==> config.mk <==
export PLATFORM = sky130hd
export DESIGN_NAME = partitioned_id_bitmap_allocator_core
export DESIGN_NICKNAME = d
export VERILOG_FILES = /design/src/hdl/pidba_pkg.sv /design/src/hdl/pidba_front.sv /design/src/hdl/pidba_cmdq.sv /design/src/hdl/pidba_back.sv /design/src/hdl/partitioned_id_bitmap_allocator_core.sv
export SDC_FILE = /design/constraint.sdc
export NUM_CORES = 1
export LEC_CHECK = 0
export BUFFER_PORTS_ARGS = -buffer_cell sky130_fd_sc_hd__buf_4
export CAP_MARGIN = 40
export CORE_ASPECT_RATIO = 1.4
export CORE_MARGIN = 1.5
export CORE_UTILIZATION = 38
export CTS_BUF_LIST = sky130_fd_sc_hd__clkbuf_4
export CTS_CLUSTER_DIAMETER = 100
export DETAILED_ROUTE_END_ITERATION = 10
export PLACE_DENSITY = 0.54
export SYNTH_ARGS = -nofsm -noshare
export SYNTH_HDL_FRONTEND = slang
export SYNTH_SLANG_ARGS = --single-unit
==> constraint.sdc <==
create_clock -name aclk -period 6.8 [get_ports aclk]
set_input_delay 1.36 -clock aclk [delete_from_list [all_inputs] [get_ports aclk]]
set_output_delay 1.36 -clock aclk [all_outputs]
set_load 0.05 [all_outputs]
==> src/hdl/pidba_pkg.sv <==
`timescale 1ns / 1ps
// Shared types, constants and helpers of the partitioned id bitmap allocator.
package pidba_pkg;

    localparam int TOTAL_IDS = 256;
    localparam int WORD_BITS = 8;
    localparam int BIT_W     = $clog2(WORD_BITS);
    localparam int MAP_WORDS = (TOTAL_IDS + WORD_BITS - 1) / WORD_BITS;
    localparam int WORD_W    = (MAP_WORDS > 1) ? $clog2(MAP_WORDS) : 1;

    localparam int NUM_TYPES = 5;
    localparam int ID_W      = 8;
    localparam int SIZE_W    = 9;
    localparam int CNT_W     = 9;
    localparam int SUM_W     = SIZE_W + 3;
    localparam int MODE_W    = 3;
    localparam int TYPE_W    = 3;
    localparam int CFG_IDX_W = 3;
    localparam int POP_W     = BIT_W + 1;

    localparam int QDEPTH = 2;
    localparam int QPTR_W = (QDEPTH > 1) ? $clog2(QDEPTH) : 1;
    localparam int QCNT_W = $clog2(QDEPTH + 1);

    localparam logic [MODE_W-1:0] MODE_ALLOC     = 3'd0;
    localparam logic [MODE_W-1:0] MODE_COUNT     = 3'd1;
    localparam logic [MODE_W-1:0] MODE_TEST      = 3'd2;
    localparam logic [MODE_W-1:0] MODE_MARK_USED = 3'd3;
    localparam logic [MODE_W-1:0] MODE_MARK_FREE = 3'd4;
    localparam logic [MODE_W-1:0] MODE_CLEAR_ALL = 3'd5;

    typedef logic [NUM_TYPES-1:0][SIZE_W-1:0] cfg_sizes_t;

    // Reset sizes: password, card, finger, face, temporary password.
    localparam cfg_sizes_t CFG_RESET = {9'd32, 9'd32, 9'd64, 9'd64, 9'd64};

    typedef enum logic [2:0] {
        OP_ALLOC,
        OP_COUNT,
        OP_TEST,
        OP_MARK_USED,
        OP_MARK_FREE,
        OP_CLEAR_ALL,
        OP_REPLY
    } op_t;

    // Classified request: id window [lo, hi) to walk, or a direct reply.
    typedef struct packed {
        op_t               op;
        logic              status;
        logic [SIZE_W-1:0] lo;
        logic [SIZE_W-1:0] hi;
    } cmd_t;

    typedef struct packed {
        logic             status;
        logic             found;
        logic [ID_W-1:0]  free_id;
        logic [CNT_W-1:0] used_count;
        logic             in_use;
    } rsp_t;

    typedef enum logic {
        BK_IDLE,
        BK_RUN
    } bk_state_t;

    function automatic logic [POP_W-1:0] popcount8(input logic [WORD_BITS-1:0] w);
        logic [POP_W-1:0] n;
        n = '0;
        for (int b = 0; b < WORD_BITS; b++) begin
            n = n + POP_W'(w[b]);
        end
        return n;
    endfunction

endpackage

==> src/hdl/pidba_front.sv <==
`timescale 1ns / 1ps
// Front end: accepts requests, resolves type windows and id checks.
module pidba_front (
    input  logic                                aclk,
    input  logic                                aresetn,
    input  pidba_pkg::cfg_sizes_t               cfg_sizes,
    input  logic                                s_valid,
    output logic                                s_ready,
    input  logic [pidba_pkg::MODE_W-1:0]        s_mode,
    input  logic [pidba_pkg::TYPE_W-1:0]        s_type_code,
    input  logic [pidba_pkg::ID_W-1:0]          s_id_in,
    input  logic                                s_store_ok,
    output logic                                q_push,
    input  logic                                q_ready,
    output pidba_pkg::cmd_t                     q_cmd
);

    logic                              hold_valid_reg;
    logic [pidba_pkg::MODE_W-1:0]      mode_reg;
    logic [pidba_pkg::TYPE_W-1:0]      type_reg;
    logic [pidba_pkg::ID_W-1:0]        id_reg;
    logic                              ok_reg;

    logic [pidba_pkg::SIZE_W-1:0]      bnd [pidba_pkg::NUM_TYPES+1];
    logic [pidba_pkg::SIZE_W-1:0]      type_lo;
    logic [pidba_pkg::SIZE_W-1:0]      type_hi;
    logic [pidba_pkg::SIZE_W-1:0]      total;
    logic [pidba_pkg::SIZE_W-1:0]      id_ext;
    logic                              id_ok;

    assign q_push  = hold_valid_reg && q_ready;
    assign s_ready = !hold_valid_reg || q_push;

    always_ff @(posedge aclk) begin
        if (!aresetn) begin
            hold_valid_reg <= 1'b0;
        end else if (s_valid && s_ready) begin
            hold_valid_reg <= 1'b1;
        end else if (q_push) begin
            hold_valid_reg <= 1'b0;
        end
    end

    always_ff @(posedge aclk) begin
        if (s_valid && s_ready) begin
            mode_reg <= s_mode;
            type_reg <= s_type_code;
            id_reg   <= s_id_in;
            ok_reg   <= s_store_ok;
        end
    end

    // Range boundaries: running sum of the sizes, clipped to the id space.
    always_comb begin
        logic [pidba_pkg::SUM_W-1:0] psum;
        psum = '0;
        for (int k = 0; k < pidba_pkg::NUM_TYPES; k++) begin
            bnd[k] = (psum < pidba_pkg::SUM_W'(pidba_pkg::TOTAL_IDS))
                   ? pidba_pkg::SIZE_W'(psum) : pidba_pkg::SIZE_W'(pidba_pkg::TOTAL_IDS);
            psum = psum + pidba_pkg::SUM_W'(cfg_sizes[k]);
        end
        bnd[pidba_pkg::NUM_TYPES] = (psum < pidba_pkg::SUM_W'(pidba_pkg::TOTAL_IDS))
                   ? pidba_pkg::SIZE_W'(psum) : pidba_pkg::SIZE_W'(pidba_pkg::TOTAL_IDS);
    end

    always_comb begin
        type_lo = '0;
        type_hi = '0;
        for (int k = 1; k <= pidba_pkg::NUM_TYPES; k++) begin
            if (type_reg == pidba_pkg::TYPE_W'(k)) begin
                type_lo = bnd[k-1];
                type_hi = bnd[k];
            end
        end
    end

    assign total  = bnd[pidba_pkg::NUM_TYPES];
    assign id_ext = pidba_pkg::SIZE_W'(id_reg);
    assign id_ok  = id_ext < total;

    always_comb begin
        q_cmd        = '0;
        q_cmd.op     = pidba_pkg::OP_REPLY;
        q_cmd.status = 1'b0;
        unique case (mode_reg) inside
            pidba_pkg::MODE_ALLOC: begin
                q_cmd.op = pidba_pkg::OP_ALLOC;
                q_cmd.lo = type_lo;
                q_cmd.hi = type_hi;
            end
            pidba_pkg::MODE_COUNT: begin
                q_cmd.op = pidba_pkg::OP_COUNT;
                q_cmd.lo = type_lo;
                q_cmd.hi = type_hi;
            end
            pidba_pkg::MODE_TEST: begin
                if (id_ok) begin
                    q_cmd.op = pidba_pkg::OP_TEST;
                    q_cmd.lo = id_ext;
                    q_cmd.hi = id_ext + 1'b1;
                end else begin
                    q_cmd.status = 1'b1;
                end
            end
            pidba_pkg::MODE_MARK_USED, pidba_pkg::MODE_MARK_FREE: begin
                if (id_ok && ok_reg) begin
                    q_cmd.op = (mode_reg == pidba_pkg::MODE_MARK_USED)
                             ? pidba_pkg::OP_MARK_USED : pidba_pkg::OP_MARK_FREE;
                    q_cmd.lo = id_ext;
                    q_cmd.hi = id_ext + 1'b1;
                end else begin
                    q_cmd.status = 1'b1;
                end
            end
            pidba_pkg::MODE_CLEAR_ALL: begin
                q_cmd.op = pidba_pkg::OP_CLEAR_ALL;
                q_cmd.lo = '0;
                q_cmd.hi = total;
            end
            default: begin
                q_cmd.op = pidba_pkg::OP_REPLY;
            end
        endcase
    end

endmodule

==> src/hdl/pidba_cmdq.sv <==
`timescale 1ns / 1ps
// Short request queue between the front end and the bitmap engine.
module pidba_cmdq (
    input  logic            aclk,
    input  logic            aresetn,
    input  logic            push,
    output logic            in_ready,
    input  pidba_pkg::cmd_t push_cmd,
    input  logic            pop,
    output logic            out_valid,
    output pidba_pkg::cmd_t pop_cmd
);

    pidba_pkg::cmd_t                 slot_reg [pidba_pkg::QDEPTH];
    logic [pidba_pkg::QPTR_W-1:0]    wr_ptr_reg;
    logic [pidba_pkg::QPTR_W-1:0]    rd_ptr_reg;
    logic [pidba_pkg::QCNT_W-1:0]    cnt_reg;
    logic                            do_push;
    logic                            do_pop;

    assign in_ready  = cnt_reg != pidba_pkg::QCNT_W'(pidba_pkg::QDEPTH);
    assign out_valid = cnt_reg != '0;
    assign pop_cmd   = slot_reg[rd_ptr_reg];
    assign do_push   = push && in_ready;
    assign do_pop    = pop && out_valid;

    always_ff @(posedge aclk) begin
        if (!aresetn) begin
            wr_ptr_reg <= '0;
            rd_ptr_reg <= '0;
            cnt_reg    <= '0;
        end else begin
            if (do_push) begin
                wr_ptr_reg <= (wr_ptr_reg == pidba_pkg::QPTR_W'(pidba_pkg::QDEPTH - 1))
                            ? '0 : wr_ptr_reg + 1'b1;
            end
            if (do_pop) begin
                rd_ptr_reg <= (rd_ptr_reg == pidba_pkg::QPTR_W'(pidba_pkg::QDEPTH - 1))
                            ? '0 : rd_ptr_reg + 1'b1;
            end
            if (do_push && !do_pop) begin
                cnt_reg <= cnt_reg + 1'b1;
            end else if (do_pop && !do_push) begin
                cnt_reg <= cnt_reg - 1'b1;
            end
        end
    end

    always_ff @(posedge aclk) begin
        if (do_push) begin
            slot_reg[wr_ptr_reg] <= push_cmd;
        end
    end

endmodule

==> src/hdl/pidba_back.sv <==
`timescale 1ns / 1ps
// Bitmap engine: word store and the word-by-word scan sequencer.
module pidba_back (
    input  logic            aclk,
    input  logic            aresetn,
    input  logic            q_valid,
    input  pidba_pkg::cmd_t q_cmd,
    output logic            q_pop,
    output logic            rsp_valid,
    input  logic            rsp_ready,
    output pidba_pkg::rsp_t rsp
);

    logic [pidba_pkg::WORD_BITS-1:0] mem [pidba_pkg::MAP_WORDS];
    logic [pidba_pkg::MAP_WORDS-1:0] wvld_reg;

    pidba_pkg::bk_state_t            state_reg, state_next;
    pidba_pkg::cmd_t                 cmd_reg, cmd_next;
    logic [pidba_pkg::WORD_W-1:0]    addr_reg, addr_next;
    logic [pidba_pkg::WORD_W-1:0]    last_reg, last_next;
    logic                            issue_done_reg, issue_done_next;
    logic                            pend_reg, pend_next;
    logic [pidba_pkg::CNT_W-1:0]     acc_reg, acc_next;
    logic                            ovld_reg, ovld_next;
    pidba_pkg::rsp_t                 orsp_reg, orsp_next;

    logic [pidba_pkg::WORD_W-1:0]    word_reg;
    logic [pidba_pkg::WORD_BITS-1:0] rraw_reg;
    logic                            rvld_reg;

    logic [pidba_pkg::WORD_BITS-1:0] rdata;
    logic [pidba_pkg::SIZE_W-1:0]    base;
    logic [pidba_pkg::WORD_BITS-1:0] mask;
    logic [pidba_pkg::WORD_BITS-1:0] cand;
    logic [pidba_pkg::BIT_W-1:0]     pos;
    logic [pidba_pkg::CNT_W-1:0]     acc_sum;
    logic                            mem_we;
    logic [pidba_pkg::WORD_BITS-1:0] mem_wdata;
    logic                            out_free;
    logic                            done;

    assign rsp_valid = ovld_reg;
    assign rsp       = orsp_reg;
    assign out_free  = !ovld_reg || rsp_ready;

    // Words never written since reset read as all free.
    assign rdata = rvld_reg ? rraw_reg : '0;
    assign base  = pidba_pkg::SIZE_W'(word_reg) << pidba_pkg::BIT_W;

    always_comb begin
        logic [pidba_pkg::SIZE_W-1:0] idx;
        for (int b = 0; b < pidba_pkg::WORD_BITS; b++) begin
            idx     = base + pidba_pkg::SIZE_W'(b);
            mask[b] = (idx >= cmd_reg.lo) && (idx < cmd_reg.hi);
        end
    end

    assign cand    = ~rdata & mask;
    assign acc_sum = acc_reg + pidba_pkg::CNT_W'(pidba_pkg::popcount8(rdata & mask));

    always_comb begin
        pos = '0;
        for (int b = pidba_pkg::WORD_BITS - 1; b >= 0; b--) begin
            if (cand[b]) begin
                pos = pidba_pkg::BIT_W'(b);
            end
        end
    end

    assign done = (word_reg == last_reg) || ((cmd_reg.op == pidba_pkg::OP_ALLOC) && (cand != '0));

    always_comb begin
        state_next      = state_reg;
        cmd_next        = cmd_reg;
        addr_next       = addr_reg;
        last_next       = last_reg;
        issue_done_next = issue_done_reg;
        pend_next       = 1'b0;
        acc_next        = acc_reg;
        ovld_next       = ovld_reg;
        orsp_next       = orsp_reg;
        q_pop           = 1'b0;
        mem_we          = 1'b0;
        mem_wdata       = rdata;

        if (ovld_reg && rsp_ready) begin
            ovld_next = 1'b0;
        end

        unique case (state_reg)
            pidba_pkg::BK_IDLE: begin
                if (q_valid && out_free) begin
                    q_pop    = 1'b1;
                    cmd_next = q_cmd;
                    if ((q_cmd.op == pidba_pkg::OP_REPLY) || (q_cmd.lo >= q_cmd.hi)) begin
                        ovld_next        = 1'b1;
                        orsp_next        = '0;
                        orsp_next.status = q_cmd.status;
                    end else begin
                        state_next      = pidba_pkg::BK_RUN;
                        addr_next       = pidba_pkg::WORD_W'(q_cmd.lo >> pidba_pkg::BIT_W);
                        last_next       = pidba_pkg::WORD_W'(
                                              pidba_pkg::SIZE_W'(q_cmd.hi - 1'b1)
                                              >> pidba_pkg::BIT_W);
                        issue_done_next = 1'b0;
                        acc_next        = '0;
                    end
                end
            end
            pidba_pkg::BK_RUN: begin
                if (!issue_done_reg) begin
                    pend_next = 1'b1;
                    addr_next = addr_reg + 1'b1;
                    if (addr_reg == last_reg) begin
                        issue_done_next = 1'b1;
                    end
                end
                if (pend_reg) begin
                    acc_next = acc_sum;
                    case (cmd_reg.op) inside
                        pidba_pkg::OP_MARK_USED: begin
                            mem_we    = 1'b1;
                            mem_wdata = rdata | mask;
                        end
                        pidba_pkg::OP_MARK_FREE, pidba_pkg::OP_CLEAR_ALL: begin
                            mem_we    = 1'b1;
                            mem_wdata = rdata & ~mask;
                        end
                        default: begin
                            mem_we = 1'b0;
                        end
                    endcase
                    if (done) begin
                        state_next = pidba_pkg::BK_IDLE;
                        pend_next  = 1'b0;
                        ovld_next  = 1'b1;
                        orsp_next  = '0;
                        if ((cmd_reg.op == pidba_pkg::OP_ALLOC) && (cand != '0)) begin
                            orsp_next.found   = 1'b1;
                            orsp_next.free_id = pidba_pkg::ID_W'(base | pidba_pkg::SIZE_W'(pos));
                        end
                        if (cmd_reg.op == pidba_pkg::OP_COUNT) begin
                            orsp_next.used_count = acc_sum;
                        end
                        if (cmd_reg.op == pidba_pkg::OP_TEST) begin
                            orsp_next.in_use = |(rdata & mask);
                        end
                    end
                end
            end
            default: begin
                state_next = pidba_pkg::BK_IDLE;
            end
        endcase
    end

    always_ff @(posedge aclk) begin
        if (!aresetn) begin
            state_reg      <= pidba_pkg::BK_IDLE;
            issue_done_reg <= 1'b0;
            pend_reg       <= 1'b0;
            ovld_reg       <= 1'b0;
        end else begin
            state_reg      <= state_next;
            issue_done_reg <= issue_done_next;
            pend_reg       <= pend_next;
            ovld_reg       <= ovld_next;
        end
    end

    always_ff @(posedge aclk) begin
        cmd_reg  <= cmd_next;
        addr_reg <= addr_next;
        last_reg <= last_next;
        acc_reg  <= acc_next;
        orsp_reg <= orsp_next;
    end

    // Word store: one write port, one registered read port.
    always_ff @(posedge aclk) begin
        if (mem_we) begin
            mem[word_reg] <= mem_wdata;
        end
        rraw_reg <= mem[addr_reg];
        word_reg <= addr_reg;
    end

    always_ff @(posedge aclk) begin
        if (!aresetn) begin
            wvld_reg <= '0;
            rvld_reg <= 1'b0;
        end else begin
            if (mem_we) begin
                wvld_reg[word_reg] <= 1'b1;
            end
            rvld_reg <= wvld_reg[addr_reg];
        end
    end

endmodule

==> src/hdl/partitioned_id_bitmap_allocator_core.sv <==
`timescale 1ns / 1ps
// Top level of the partitioned credential id bitmap allocator.
//
//  port group  | direction | handshake          | carries
//  ------------+-----------+--------------------+---------------------------------------
//  s_*         | in        | s_valid / s_ready  | request: mode, type_code, id_in, store_ok
//  m_*         | out       | m_valid / m_ready  | result: status, found, free_id, used_count, in_use
//  cfg_*       | in        | cfg_we (no wait)   | range size per credential type
//
// A request is held in the front end register, passes a two-entry queue and is
// then run by the bitmap engine, which walks the 8-bit words of its id window,
// one word read per cycle. A bad id, a failed store, an empty range or an
// unknown mode is answered without a walk. Allocate stops at the first word
// with a free id. Reset clears the map at once through per-word valid bits.
// A stalled m_ready holds the engine; the queue and front end keep taking
// requests until they fill.
module partitioned_id_bitmap_allocator_core (
    input  logic                                 aclk,
    input  logic                                 aresetn,

    input  logic                                 cfg_we,
    input  logic [pidba_pkg::CFG_IDX_W-1:0]      cfg_addr,
    input  logic [pidba_pkg::SIZE_W-1:0]         cfg_data,

    input  logic                                 s_valid,
    output logic                                 s_ready,
    input  logic [pidba_pkg::MODE_W-1:0]         s_mode,
    input  logic [pidba_pkg::TYPE_W-1:0]         s_type_code,
    input  logic [pidba_pkg::ID_W-1:0]           s_id_in,
    input  logic                                 s_store_ok,

    output logic                                 m_valid,
    input  logic                                 m_ready,
    output logic                                 m_status,
    output logic                                 m_found,
    output logic [pidba_pkg::ID_W-1:0]           m_free_id,
    output logic [pidba_pkg::CNT_W-1:0]          m_used_count,
    output logic                                 m_in_use
);

    pidba_pkg::cfg_sizes_t cfg_sizes_reg;

    logic            q_push;
    logic            q_in_ready;
    pidba_pkg::cmd_t front_cmd;
    logic            q_valid;
    logic            q_pop;
    pidba_pkg::cmd_t q_cmd;
    pidba_pkg::rsp_t rsp;

    // Range size registers; writes to indexes past the last type are dropped.
    always_ff @(posedge aclk) begin
        if (!aresetn) begin
            cfg_sizes_reg <= pidba_pkg::CFG_RESET;
        end else if (cfg_we) begin
            for (int k = 0; k < pidba_pkg::NUM_TYPES; k++) begin
                if (cfg_addr == pidba_pkg::CFG_IDX_W'(k)) begin
                    cfg_sizes_reg[k] <= cfg_data;
                end
            end
        end
    end

    // Front end: hold the request and classify it against the current ranges.
    pidba_front u_front (
        .aclk        (aclk),
        .aresetn     (aresetn),
        .cfg_sizes   (cfg_sizes_reg),
        .s_valid     (s_valid),
        .s_ready     (s_ready),
        .s_mode      (s_mode),
        .s_type_code (s_type_code),
        .s_id_in     (s_id_in),
        .s_store_ok  (s_store_ok),
        .q_push      (q_push),
        .q_ready     (q_in_ready),
        .q_cmd       (front_cmd)
    );

    // Decouple classification from the word walk.
    pidba_cmdq u_cmdq (
        .aclk      (aclk),
        .aresetn   (aresetn),
        .push      (q_push),
        .in_ready  (q_in_ready),
        .push_cmd  (front_cmd),
        .pop       (q_pop),
        .out_valid (q_valid),
        .pop_cmd   (q_cmd)
    );

    // Engine: walk the window, update the map, register the result.
    pidba_back u_back (
        .aclk      (aclk),
        .aresetn   (aresetn),
        .q_valid   (q_valid),
        .q_cmd     (q_cmd),
        .q_pop     (q_pop),
        .rsp_valid (m_valid),
        .rsp_ready (m_ready),
        .rsp       (rsp)
    );

    assign m_status     = rsp.status;
    assign m_found      = rsp.found;
    assign m_free_id    = rsp.free_id;
    assign m_used_count = rsp.used_count;
    assign m_in_use     = rsp.in_use;

endmodule
-- Word-level counts from Yosys, hierarchy flattened
Memory sizes are Yosys's and may differ from the RTL's. A register that Yosys moved wholly into a read port is not among the register bits.
Cells that the tools add are included.
- register bits after elaboration: 167
- bits in writable memories: 300
- bits of input ports: 32
- output and inout bits: 22
- logic and storage cells: 268
- memories kept: 2
- memories (name ; depth ; bits a word ; rd ports ; clocked after Yosys merged registers in ; write ports ; RTL line ; source):
    u_back.mem ; 32 ; 8 ; 1 ; 1 ; 1 ; pidba_back.sv:14 ; logic [pidba_pkg::WORD_BITS-1:0] mem [pidba_pkg::MAP_WORDS];
    u_cmdq.slot_reg ; 2 ; 22 ; 1 ; 1 ; 1 ; pidba_cmdq.sv:14 ; pidba_pkg::cmd_t slot_reg [pidba_pkg::QDEPTH];
- $add $sub $neg: 26
- $lt $le $gt $ge: 26
- eq/ne operators: 29
- mux-type cells: 94
- bitwise operators: 10
- reductions and logical operators: 50
- operators with widths (operator ; number):
    $mux W9 ; 19
    $mux W20 ; 4
    $ge A9 B9 Y1 ; 8
    $pmux W18 S4 ; 1
    $lt A9 B9 Y1 ; 7
    $lt A12 B9 Y1 const B ; 4
    $mux W8 ; 5
    $pmux W20 S2 ; 1
    $mux W1 ; 37
    $add A12 B9 Y12 ; 3
    $add A8 B3 Y9 const B ; 4
    $mux W17 ; 2
    $mux W3 ; 11
    $or A32 B32 Y32 ; 1
    $add A4 B1 Y4 ; 6
    $and A8 B8 Y8 ; 3
    $eq A3 B2 Y1 const B ; 8
    $eq A3 B3 Y1 const B ; 8
    $logic_and A1 B1 Y1 ; 19
    $add A8 B1 Y9 const B ; 2
    $add A8 B2 Y9 const B ; 2
    $lt A8 B9 Y1 ; 2
    $pmux W9 S2 ; 1
    $not A8 Y8 ; 2
    other kinds (36) ; 75

-- Longest topological paths before layout
Gate-level depths: netlist of run 1.
- word-level depth: 17
- gate-level depth with buffers: 37
- gate-level depth less buffers: 36

-- Modules after synthesis
Synthesis of run 1 repeated with hierarchy kept, for this count alone.
- cells, all modules: 1622
- area, all modules: 22540.4 um^2
- modules (own cells, without submodules) (module ; instances ; cells an instance ; area an instance (um^2) ; seq. area each (um^2)):
    pidba_back ; 1 ; 907 ; 15359.7 ; 10490.1
    pidba_front ; 1 ; 461 ; 3672.3 ; 470.5
    pidba_cmdq ; 1 ; 92 ; 1821.7 ; 1421.4
    partitioned_id_bitmap_allocator_core ; 1 ; 162 ; 1686.6 ; 900.9

-- Least setup slack after synthesis of run 1
Ideal clock, no wire load.
- path type: register to register
- start point: register cfg_sizes_reg[0] in the netlist's numbering
- end point: memory u_cmdq.slot_reg[0][16] in the netlist's numbering, data pin
- setup time: 0.265 ns
- arrival: 6.488 ns
- required time: 6.535 ns
- path slack: 0.047 ns
- stages on the path, launching flop included: 36
- path buffers: 0
- period minus slack after synthesis: 6.753 ns
- cells stage by stage: dfxtp_1 -> ha_1 -> inv_1 -> fa_1 -> nor2b_1 -> o31a_1 -> o21a_1 -> nor2_1 -> xnor2_1 -> ha_1 -> a21oi_1 -> o21ai_0 -> xor2_1 -> ha_1 -> o21a_1 -> or2_2 -> and2_1 -> a2bb2oi_1 -> ha_1 -> nor2_1 -> nor2_1 -> o41a_1 -> nand2_1 -> mux2_4 -> mux2i_4 -> nor3_4 -> nand2_1 -> ha_1 -> nand4_1 -> a21oi_1 -> a41o_1 -> a21oi_1 -> o21ai_0 -> and3_1 -> a21boi_4 -> a221o_1
- RTL lines (what ; RTL line ; source):
    start, declared ; partitioned_id_bitmap_allocator_core.sv:41 ; pidba_pkg::cfg_sizes_t cfg_sizes_reg;
    start signal, assigned ; partitioned_id_bitmap_allocator_core.sv:54 ; cfg_sizes_reg <= pidba_pkg::CFG_RESET;
    start signal, assigned by index ; partitioned_id_bitmap_allocator_core.sv:58 ; cfg_sizes_reg[k] <= cfg_data;
    end, declared ; pidba_cmdq.sv:14 ;

==> out/qor.log, run 1 <==
[synth] Unique masters post-synth 93
[route] Avg WL per Cell 21.2 um
[route] Pre-Repair DR Iteration Count 9
[sta] worst clock skew on the final layout 0.0993 ns
[clocking] Root Buffer Master clkbuf_4
[route] DRC violations left 1
[sta] final count of hold timing violations 0
[sta] Least-Margin Pin Slew 0.937 ns
[grt] pin count of the biggest net entering global routing 56
[synth] most used flip-flop cell after synthesis edfxtp_1
[placement] instance count after placement with tap cells included 2551
[synth] Synthesized Nets 1783
[run_status] violations in the final reports DRC
[route] DR iter-0 viols 826
[final_layout] layout cell share with drive strength beyond 1 32.4%
[clocking] total number of clock tree sinks 476
[power_and_ir_drop] power density over the cells 329 nW/um^2
[floorplan] total I/O pin count 54
[sta] final-report max-slew violation count 0
[floorplan] number of rows created at floorplan 104
[final_layout] post-route core utilization 46.6%
[floorplan] placeable core region 57600 sq um
[grt] grt total ovfl 0
[critical_path] max incr delay on CP 0.38 ns
[grt] vias in the first global route 15400
[synth] async set-or-reset flop fraction in the synthesized netlist 0%
[final_layout] Largest register FFs 256
[final_layout] Synth-to-Final Area Change 20.7%
[route] Via Count 14800
[synth] number of register bits inferred by synthesis 476
[floorplan] starting density of the core 38.6%
[synth] number of synthesis warnings 0
[clocking] count of H-tree levels built during CTS 3
[placement] sum of net half-perimeters after detailed placement 42600 um
[sta] time the final worst path needs with I/O delays and setup 6.78 ns
[final_layout] layout filler cell count 5226
[clocking] clk slew on worst S/H paths 0.06 ns
[clocking] clock tree from TritonCTS built
[power_and_ir_drop] Design Power 8.85 mW
[hold_path] worst min path class flop to flop
[clocking] # hold bufs at CTS 0
[clocking] later-pin clock latency in the skew report 0.89 ns
[route] residual antenna-violating net count after detailed routing 0
[final_layout] final std cells w/o fill 2775
[grt] initial antenna violation count 1
[sta] normalized max-slew margin 37.5%
[placement] total of buffers placed on input and output ports 53
[critical_path] Crit Path Max Fanout 5
[critical_path] critical path capture point type flop
[sta] Fmax 148 MHz
[clocking] number of clock buffers inserted by TritonCTS 113
[sta] period utilisation layout 99.7%
[critical_path] signal arrival time at the worst endpoint 7.31 ns
[grt] wire length of the first global-routing pass 89400 um
[placement] RD Place Congestion 0.902
[run_status] result of the run complete, but fails checks
[clocking] maximum clock path buffer count 3
[route] overall routed net length 58900 um
[power_and_ir_drop] static leakage power 9.41 nW
[critical_path] critical path class flop to flop
[synth] cell type contributing the most total cell area after synthesis edfxtp_1
[critical_path] Crit path required time 7.33 ns
[synth] Gate Count Post-Synth 1663
[sta] number of failing setup endpoints in the final timing report 0
[route] post-detailed-route via-to-cell ratio 5.33
[critical_path] worst-path cell with the longest stage delay ha_2
[synth] Syn Area/Cell 13.4 sq um
[synth] cell area after synthesis 22300 sq um
[synth] most area-consuming cells after synthesis edfxtp_1 51%, mux4_2 9.1%, dfxtp_1 9.1%, ha_1 4.4%, nor2_1 3.2%
[synth] sequential area share after synthesis 59.7%
[floorplan] Die X-Extent 208 um
[sta] unrepaired setup endpoints after global routing yes
[critical_path] reg-to-reg setup timing slack 0.02 ns
[floorplan] area of the die 60100 sq um
[synth] count of flip-flops with a built-in enable after synthesis 375
[grt] global-route usage over all layers 19.9%
[critical_path] Worst setup SP type flop
[synth] portion of synthesized cell area occupied by the leading cell type 50.6%
[power_and_ir_drop] maximum ir drop on the vdd rail 204 uV
[floorplan] vertical die dimension 289 um
[flow_run] number of maximum-capacitance violations 0
[final_layout] nets 2063
==> kinds of logic (layout without fill, tap and decap cells) <==
logic type,after synthesis,after routing,synth area share (%)
DFF,476,476,59.7
and+or+nand+nor,502,502,10.4
buffers and inverters,121,490,2.23
muxes,126,126,11.0
xor gates and xnor gates,53,53,2.09
AOI/OAI and AO/OA,297,297,9.42
other,0,1,0
adders and majority gates,88,88,5.25
==> power breakdown <==
group          switching [mW]  leakage (nW)  total (mW)  internal (mW)
combinational            1.65          4.59        2.88           1.23
sequential              0.248          3.95        3.69           3.44
clock                    1.13         0.879        2.28           1.15
total                    3.03          9.41        8.85           5.83
==> layout by cell type, fill, tap and decap left out, types with 17 or more instances in the layout <==
cell type  Yosys  final
o21ai_0       34     28
nor3_1        19     17
clkbuf_4       0    163
ha_1          79     60
mux4_2        90     90
xnor2_1       34     26
inv_1         65     63
ha_4           0     17
nor2_1       191    185
a21o_1        21     21
xor2_1        19     17
clkinv_1       0     21
edfxtp_1     375    375
nand2_1      160    155
buf_4          0    210
dfxtp_1      101     97
a21oi_1       98     85
nand3_1       26     25
mux2_2        22     22
==> synth_stat cells (all sizes together) (19+ instances only) <==
cell type	count
xor2	19
mux2	24
mux4	90
a21o	22
clkbuf	39
o21ai	37
inv	65
nand2	161
nor3	24
a21oi	99
edfxtp	375
ha	79
nand3	26
xnor2	34
dfxtp	101
nor2	191
==> timing repair <==
item | in CTS | in global routing
endpoints found under the setup margin | 42 | 42
gates cloned | 1 | 0
pin swaps | 34 | 46
setup buffers | 13 | 8
resized for setup | 54 | 73
==> metal layers <==
| layer | up-vias | global-route usage [%] | share of wire, % |
|---|---|---|---|
| met1 | 7340 | 20.7 | 36 |
| met5 | - | 0 | 0 |
| met3 | 104 | 3.05 | 4.0 |
| met4 | 0 | 9.76 | 3.9 |
| li1 | 6960 | - | - |
| met2 | 375 | 38.9 | 56 |
==> stage by stage <==
step | hold WS, ns | instance area, sq um | worst slack [ns] | TNS [ns]
floorplan | 0.366 | 22300 | 0.0474 | 0
global placement | 0.444 | 24300 | -0.276 | -7.82
detailed placement | 0.453 | 24600 | -0.408 | -12.76
CTS | 0.464 | 26400 | 0.000223 | 0
global route | 0.489 | 26900 | -0.316 | -9.66
finish | 0.466 | 26900 | 0.0237 | 0
==> final cells by class <==
| cell class | count | area, sq um | share of cell area (%) |
|---|---|---|---|
| sequential | 476 | 13300 | 49.5 |
| multi-input combinational | 1066 | 9220 | 34.3 |
| timing repair buffer | 221 | 1720 | 6.41 |
| clock buffer | 163 | 1220 | 4.55 |
| tap | 742 | 928 | 3.46 |
| inverter | 65 | 244 | 0.908 |
| clock inverter | 41 | 231 | 0.862 |
| antenna | 1 | 2.50 | 0.00931 |
==> worst max-delay path: cells and delay by family, from the launching register on <==
kind            cells  cell delay (ns)
compound gates     12             2.05
xor+xnor            2             0.46
fa+ha+maj           5             1.50
buf+inv             5             0.76
flops               1             0.34
simple gates        9             1.35
==> final timing paths <==
path | start | end | cells past startpoint
worst min-delay path | cfg_sizes_reg[17] | cfg_sizes_reg[17] | 2
worst max register to register | cfg_sizes_reg[10] | u_cmdq.slot_reg[0][1] | 33
worst max-delay path | cfg_sizes_reg[10] | u_cmdq.slot_reg[0][1] | 33
worst min register to register | cfg_sizes_reg[17] | cfg_sizes_reg[17] | 2
No activity file was read; power rests on OpenSTA's default activity.
==> inputs of run 2 (changes only) <==
- ABC_AREA: unset -> 1
- PLACE_DENSITY: 0.54 -> 0.52
- clock period: 6.8 -> 8.35 ns (I/O delays scaled with it)
==> out/qor.log, run 2 <==
[synth] number of synthesis warnings 0
[final_layout] top library cells by usage in the layout, fill and taps aside 409 x nor2_1, 375 x edfxtp_1, 315 x nand2_1, 247 x o21ai_0, 192 x inv_1
[synth] most used flip-flop cell after synthesis edfxtp_1
[sta] final-report max-slew violation count 0
[critical_path] critical path capture point type flop
[sta] period utilisation layout 84.4%
[placement] standard cell area after detailed placement 24000 sq um
[route] Avg WL per Cell 19.1 um
[route] residual antenna-violating net count after detailed routing 0
[floorplan] starting density of the core 38.4%
[synth] Post-synth top cells 411 x nor2_1, 375 x edfxtp_1, 315 x nand2_1
[grt] initial antenna violation count 2
[final_layout] Largest register FFs 256
[placement] sum of net half-perimeters after detailed placement 42800 um
[clocking] post-CTS setup buffers 0
[final_layout] area of all placed cells without fillers 25400 sq um
[sta] worst clock skew on the final layout 0.0373 ns
[synth] Synthesized Nets 2409
[grt] global-route usage over all layers 21.0%
[power_and_ir_drop] maximum ir drop on the vdd rail 269 uV
[sta] Least-Margin Pin Slew 0.929 ns
[synth] most area-consuming cells after synthesis edfxtp_1 50%, dfxtp_1 9.0%, nor2_1 6.9%, o21ai_0 5.6%, nand2_1 5.3%
[clocking] later-pin clock latency in the skew report 0.87 ns
[synth] Gate Count Post-Synth 2289
[sta] smallest hold slack 0.462 ns
[synth] async set-or-reset flop fraction in the synthesized netlist 0%
[route] Pre-Repair DR Iteration Count 5
[synth] sequential area share after synthesis 59.1%
[placement] total of buffers placed on input and output ports 53
[final_layout] post-route core utilization 43.4%
[synth] Unique masters post-synth 50
[synth] most repeated cell in the gate-level netlist after synthesis nor2_1
[critical_path] Worst setup SP type flop
[power_and_ir_drop] P_sw 3.34 mW
[sta] normalized max-slew margin 38.1%
[placement] RD Place Congestion 0.917
[critical_path] critical path class flop to flop
[sta] final-layout setup total negative slack 0 ns
[critical_path] signal arrival time at the worst endpoint 7.76 ns
[critical_path] worst-path cell with the longest stage delay fa_1
[final_layout] final std cells w/o fill 3273
[sta] time the final worst path needs with I/O delays and setup 7.05 ns
[critical_path] Crit Path Max Fanout 15
[synth] cell type contributing the most total cell area after synthesis edfxtp_1
[critical_path] most used cell along the critical path nand2_1
[placement] instance count after placement with tap cells included 3065
[clocking] count of H-tree levels built during CTS 3
[synth] count of flip-flops with a built-in enable after synthesis 375
[final_layout] most common cell after layout, fill and taps aside nor2_1
[placement] pre-CTS setup slack 1.33 ns
[grt] pin count of the biggest net entering global routing 86
[final_layout] Synth-to-Final Area Change 13.1%
[sta] Fmax 142 MHz
[power_and_ir_drop] static leakage power 10.0 nW
[grt] grt total ovfl 0
[clocking] clk slew on worst S/H paths 0.06 ns
[synth] portion of synthesized cell area occupied by the leading cell type 50.1%
[route] overall routed net length 62600 um
[floorplan] vertical die dimension 291 um
[synth] number of register bits inferred by synthesis 476
[synth] cell area after synthesis 22500 sq um
[floorplan] number of rows created at floorplan 105
[clocking] Root Buffer Master clkbuf_4
[floorplan] Die X-Extent 209 um
[final_layout] nets 2552
[route] DRC violations left 0
[route] post-detailed-route via-to-cell ratio 5.21
[grt] wire length of the first global-routing pass 97100 um
[sta] final count of hold timing violations 0
[hold_path] worst min path class flop to flop
[grt] vias in the first global route 17500
[sta] number of failing setup endpoints in the final timing report 0
[floorplan] placeable core region 58600 sq um
[critical_path] max incr delay on CP 0.41 ns
[sta] Worst Slack Setup Final 1.30 ns
[sta] unrepaired setup endpoints after global routing no
[synth] Syn Area/Cell 9.82 sq um
[flow_run] number of maximum-capacitance violations 0
[power_and_ir_drop] power density over the cells 318 nW/um^2
[power_and_ir_drop] part of the total power dissipated in combinational logic 38.5%
[clocking] total number of clock tree sinks 476
[clocking] maximum clock path buffer count 3
[clocking] # hold bufs at CTS 0
[route] DR iter-0 viols 935
[route] Via Count 17100
[power_and_ir_drop] sequential power share 39.0%
[clocking] number of instances resized during post-cts repair 0
[clocking] number of clock buffers inserted by TritonCTS 113
[floorplan] total I/O pin count 54
[power_and_ir_drop] Design Power 8.09 mW
[power_and_ir_drop] power share of the clock group 22.6%
[final_layout] layout cell share with drive strength beyond 1 13.6%
[run_status] result of the run finished, final reports clean
[power_and_ir_drop] internal power 4.75 mW
[clocking] clock tree from TritonCTS built
[floorplan] area of the die 60600 sq um
[power_and_ir_drop] fraction of power spent switching nets 41.2%
[critical_path] Crit path required time 9.06 ns
-- run 2: cell types whose count changed after synthesis, moves of 77 or more --
cell / delta
nor2_1: +220
o21ai_0: +219
nand2_1: +155
inv_1: +127
mux4_2: -90
nand3_1: +77
-- run 2: worst max-delay path: cells and delay by family (launching register included) --
kind | cells | cell delay, ns
adder cells (fa/ha/maj) | 6 | 1.98
buffers and inverters | 6 | 0.63
AND/OR/NAND/NOR | 23 | 2.33
XOR/XNOR | 3 | 0.58
AO/OA/AOI/OAI | 5 | 1.05
flip-flops | 1 | 0.33
-- run 2: worst paths after layout --
kind,start,to,slack [ns],cells after the start
setup / recovery,cfg_sizes_reg[0],u_cmdq.slot_reg[0][13],1.30,43
hold / removal,u_back.wvld_reg[30],u_back.wvld_reg[30],0.46,2
setup reg to reg,cfg_sizes_reg[0],u_cmdq.slot_reg[0][13],1.30,43
hold reg to reg,u_back.wvld_reg[30],u_back.wvld_reg[30],0.46,2
-- run 2: kinds of logic (layout without fill, tap and decap cells) --
family,Yosys count,count (layout),synth area share (%)
xor gates and xnor gates,43,43,1.68
other,0,1,0
adders and majority gates,88,88,5.20
and+or+nand+nor,913,913,16.9
AOI/OAI and AO/OA,482,482,12.3
DFF,476,476,59.1
buffers and inverters,287,521,4.85
-- run 2: power by group through the flow --
stage / clock network [mW] / registers, mW / logic, mW
after floorplan: 0 / 3.29 / 1.95
after global placement: 0 / 3.20 / 3.06
after detailed placement: 0 / 3.21 / 3.14
after CTS: 1.90 / 3.16 / 3.15
after global routing: 2.00 / 3.18 / 3.48
final: 1.83 / 3.15 / 3.11
-- run 2: per-layer routing --
layer,GRT usage (%),wire [um]
met5,0,13
met4,13.1,3510
met3,3.22,2720
met2,38.4,32600
met1,22.5,23800
-- run 2: layout make-up --
class,count,area [sq um]
fillers,5822,33200
flip-flops and latches,476,13300
multi-input cells,1526,8150
clock buffers,163,1220
well taps,749,937
repair buffers,109,871
inverters,206,776
clock inverters,43,186
diodes,1,2.50
==> inputs of run 3 (changes only) <==
- clock period: 8.35 -> 7.02 ns (I/O delays scaled with it)
==> out/qor.log, run 3 (synthesis gave the netlist of run 2 again) <==
[power_and_ir_drop] part of the total power dissipated in combinational logic 38.6%
[power_and_ir_drop] sequential power share 38.6%
[floorplan] number of rows created at floorplan 105
[critical_path] Worst setup SP type flop
[clocking] # hold bufs at CTS 0
[floorplan] area of the die 60600 sq um
[power_and_ir_drop] power density over the cells 379 nW/um^2
[power_and_ir_drop] P_sw 4.04 mW
[critical_path] cell depth of the worst flop-to-flop path 39
[final_layout] nets 2557
[final_layout] final std cells w/o fill 3280
[clocking] clk slew on worst S/H paths 0.07 ns
[route] overall routed net length 63600 um
[route] DRC violations left 0
[final_layout] footprint of the multi-input gates 8300 sq um
[clocking] number of clock buffers inserted by TritonCTS 113
[run_status] result of the run finished, final reports clean
[route] post-detailed-route via-to-cell ratio 5.25
[critical_path] signal arrival time at the worst endpoint 7.20 ns
[placement] RD Place Congestion 0.927
[sta] Least-Margin Pin Slew 0.932 ns
[critical_path] max incr delay on CP 0.39 ns
[power_and_ir_drop] maximum ir drop on the vdd rail 280 uV
[floorplan] total I/O pin count 54
[sta] Fmax 153 MHz
[clocking] Root Buffer Master clkbuf_4
[power_and_ir_drop] fraction of power spent switching nets 41.5%
[floorplan] vertical die dimension 291 um
[final_layout] Synth-to-Final Area Change 14.0%
[final_layout] register cell area after layout 13300 sq um
[sta] period utilisation layout 92.8%
[grt] wire length of the first global-routing pass 97800 um
[final_layout] top library cells by usage in the layout, fill and taps aside 408 x nor2_1, 375 x edfxtp_1, 314 x nand2_1, 245 x o21ai_0, 192 x inv_1
[critical_path] most used cell along the critical path nand2_1
[placement] instance count after placement with tap cells included 3066
[route] DR iter-0 viols 974
[sta] number of failing setup endpoints in the final timing report 0
[floorplan] starting density of the core 38.4%
[floorplan] placeable core region 58600 sq um
[final_layout] Largest register FFs 256
[critical_path] critical path capture point type flop
[critical_path] Crit Path Max Fanout 15
[power_and_ir_drop] Design Power 9.72 mW
[grt] vias in the first global route 17500
[grt] pin count of the biggest net entering global routing 86
[placement] total of buffers placed on input and output ports 53
[final_layout] layout filler cell count 5808
[route] Via Count 17200
[final_layout] most common cell after layout, fill and taps aside nor2_1
[route] Pre-Repair DR Iteration Count 8
[clocking] maximum clock path buffer count 3
[placement] sum of net half-perimeters after detailed placement 43100 um
[floorplan] Die X-Extent 209 um
[clocking] count of H-tree levels built during CTS 3
[route] residual antenna-violating net count after detailed routing 0
[clocking] total number of clock tree sinks 476
[grt] global-route usage over all layers 21.1%
[sta] worst clock skew on the final layout 0.102 ns
[hold_path] worst min path class flop to flop
[power_and_ir_drop] power share of the clock group 22.8%
[flow_run] number of maximum-capacitance violations 0
[clocking] clock tree from TritonCTS built
[route] Avg WL per Cell 19.4 um
[power_and_ir_drop] internal power 5.68 mW
[sta] normalized max-slew margin 37.8%
[hold_path] depth of the worst hold-timing path 0
[grt] initial antenna violation count 1
[critical_path] worst-path cell with the longest stage delay ha_1
[sta] final count of hold timing violations 0
[critical_path] critical path class flop to flop
[power_and_ir_drop] static leakage power 10.1 nW
[critical_path] Crit path required time 7.71 ns
[sta] time the final worst path needs with I/O delays and setup 6.52 ns
[clocking] later-pin clock latency in the skew report 0.90 ns
[sta] final-report max-slew violation count 0
[final_layout] layout cell share with drive strength beyond 1 14.7%
[grt] grt total ovfl 0
[run 3: critical path: cells and delay by family (launching register included)]
| family | cells | cell delay (ns) |
|---|---|---|
| compound gates | 6 | 1.24 |
| xor+xnor | 3 | 0.58 |
| fa+ha+maj | 5 | 1.72 |
| buf+inv | 3 | 0.32 |
| flops | 1 | 0.31 |
| simple gates | 22 | 2.22 |
[run 3: layout make-up]
class	instances	share of cell area [%]
Multi-Input combinational cell	1526	32.4
Clock buffer	158	4.63
Tap cell	749	3.66
Inverter	206	3.06
Sequential cell	476	51.8
Timing Repair Buffer	114	3.47
Clock inverter	50	0.952
Antenna cell	1	0.00977
[run 3: power by group through the flow]
stage / logic (mW) / clock network (mW) / registers, mW
after detailed placement: 3.72 / 0 / 3.81
after global placement: 3.63 / 0 / 3.81
after floorplan: 2.32 / 0 / 3.91
after global routing: 4.19 / 2.43 / 3.78
after CTS: 3.73 / 2.30 / 3.75
final: 3.75 / 2.22 / 3.75
[run 3: metal layers]
layer / up-vias / part of all wire, % / global-route usage [%]
met5: - / 0 / 0
met1: 8214 / 38 / 22.8
met3: 182 / 4.4 / 3.30
li1: 8338 / - / -
met2: 493 / 52 / 38.4
met4: 0 / 6.0 / 13.0
[run 3: what timing repair did]
item,4_1_cts,5_1_grt
resized for setup,0,32
buffers inserted,0,5
endpoints found under the setup margin,0,42
[run 3: final timing paths]
path	from	to	slack, ns
max	cfg_sizes_reg[2]	u_cmdq.slot_reg[0][6]	0.50
min	u_back.addr_reg[3]	u_back.word_reg[3]	0.44
max reg2reg	cfg_sizes_reg[2]	u_cmdq.slot_reg[0][6]	0.50
min reg2reg	u_back.addr_reg[3]	u_back.word_reg[3]	0.44
[run 3: through the flow]
stage	setup TNS [ns]	hold WS, ns	setup slack [ns]	cell area (sq um)	util (%)
global placement	0	0.444	0.206	23700	40.5
CTS	0	0.461	0.00399	25400	43.4
floorplan	0	0.408	0.967	22500	-
global route	-3.55	0.479	-0.121	25600	43.7
detailed placement	0	0.451	0.0661	24000	40.9
finish	0	0.439	0.504	25600	43.7
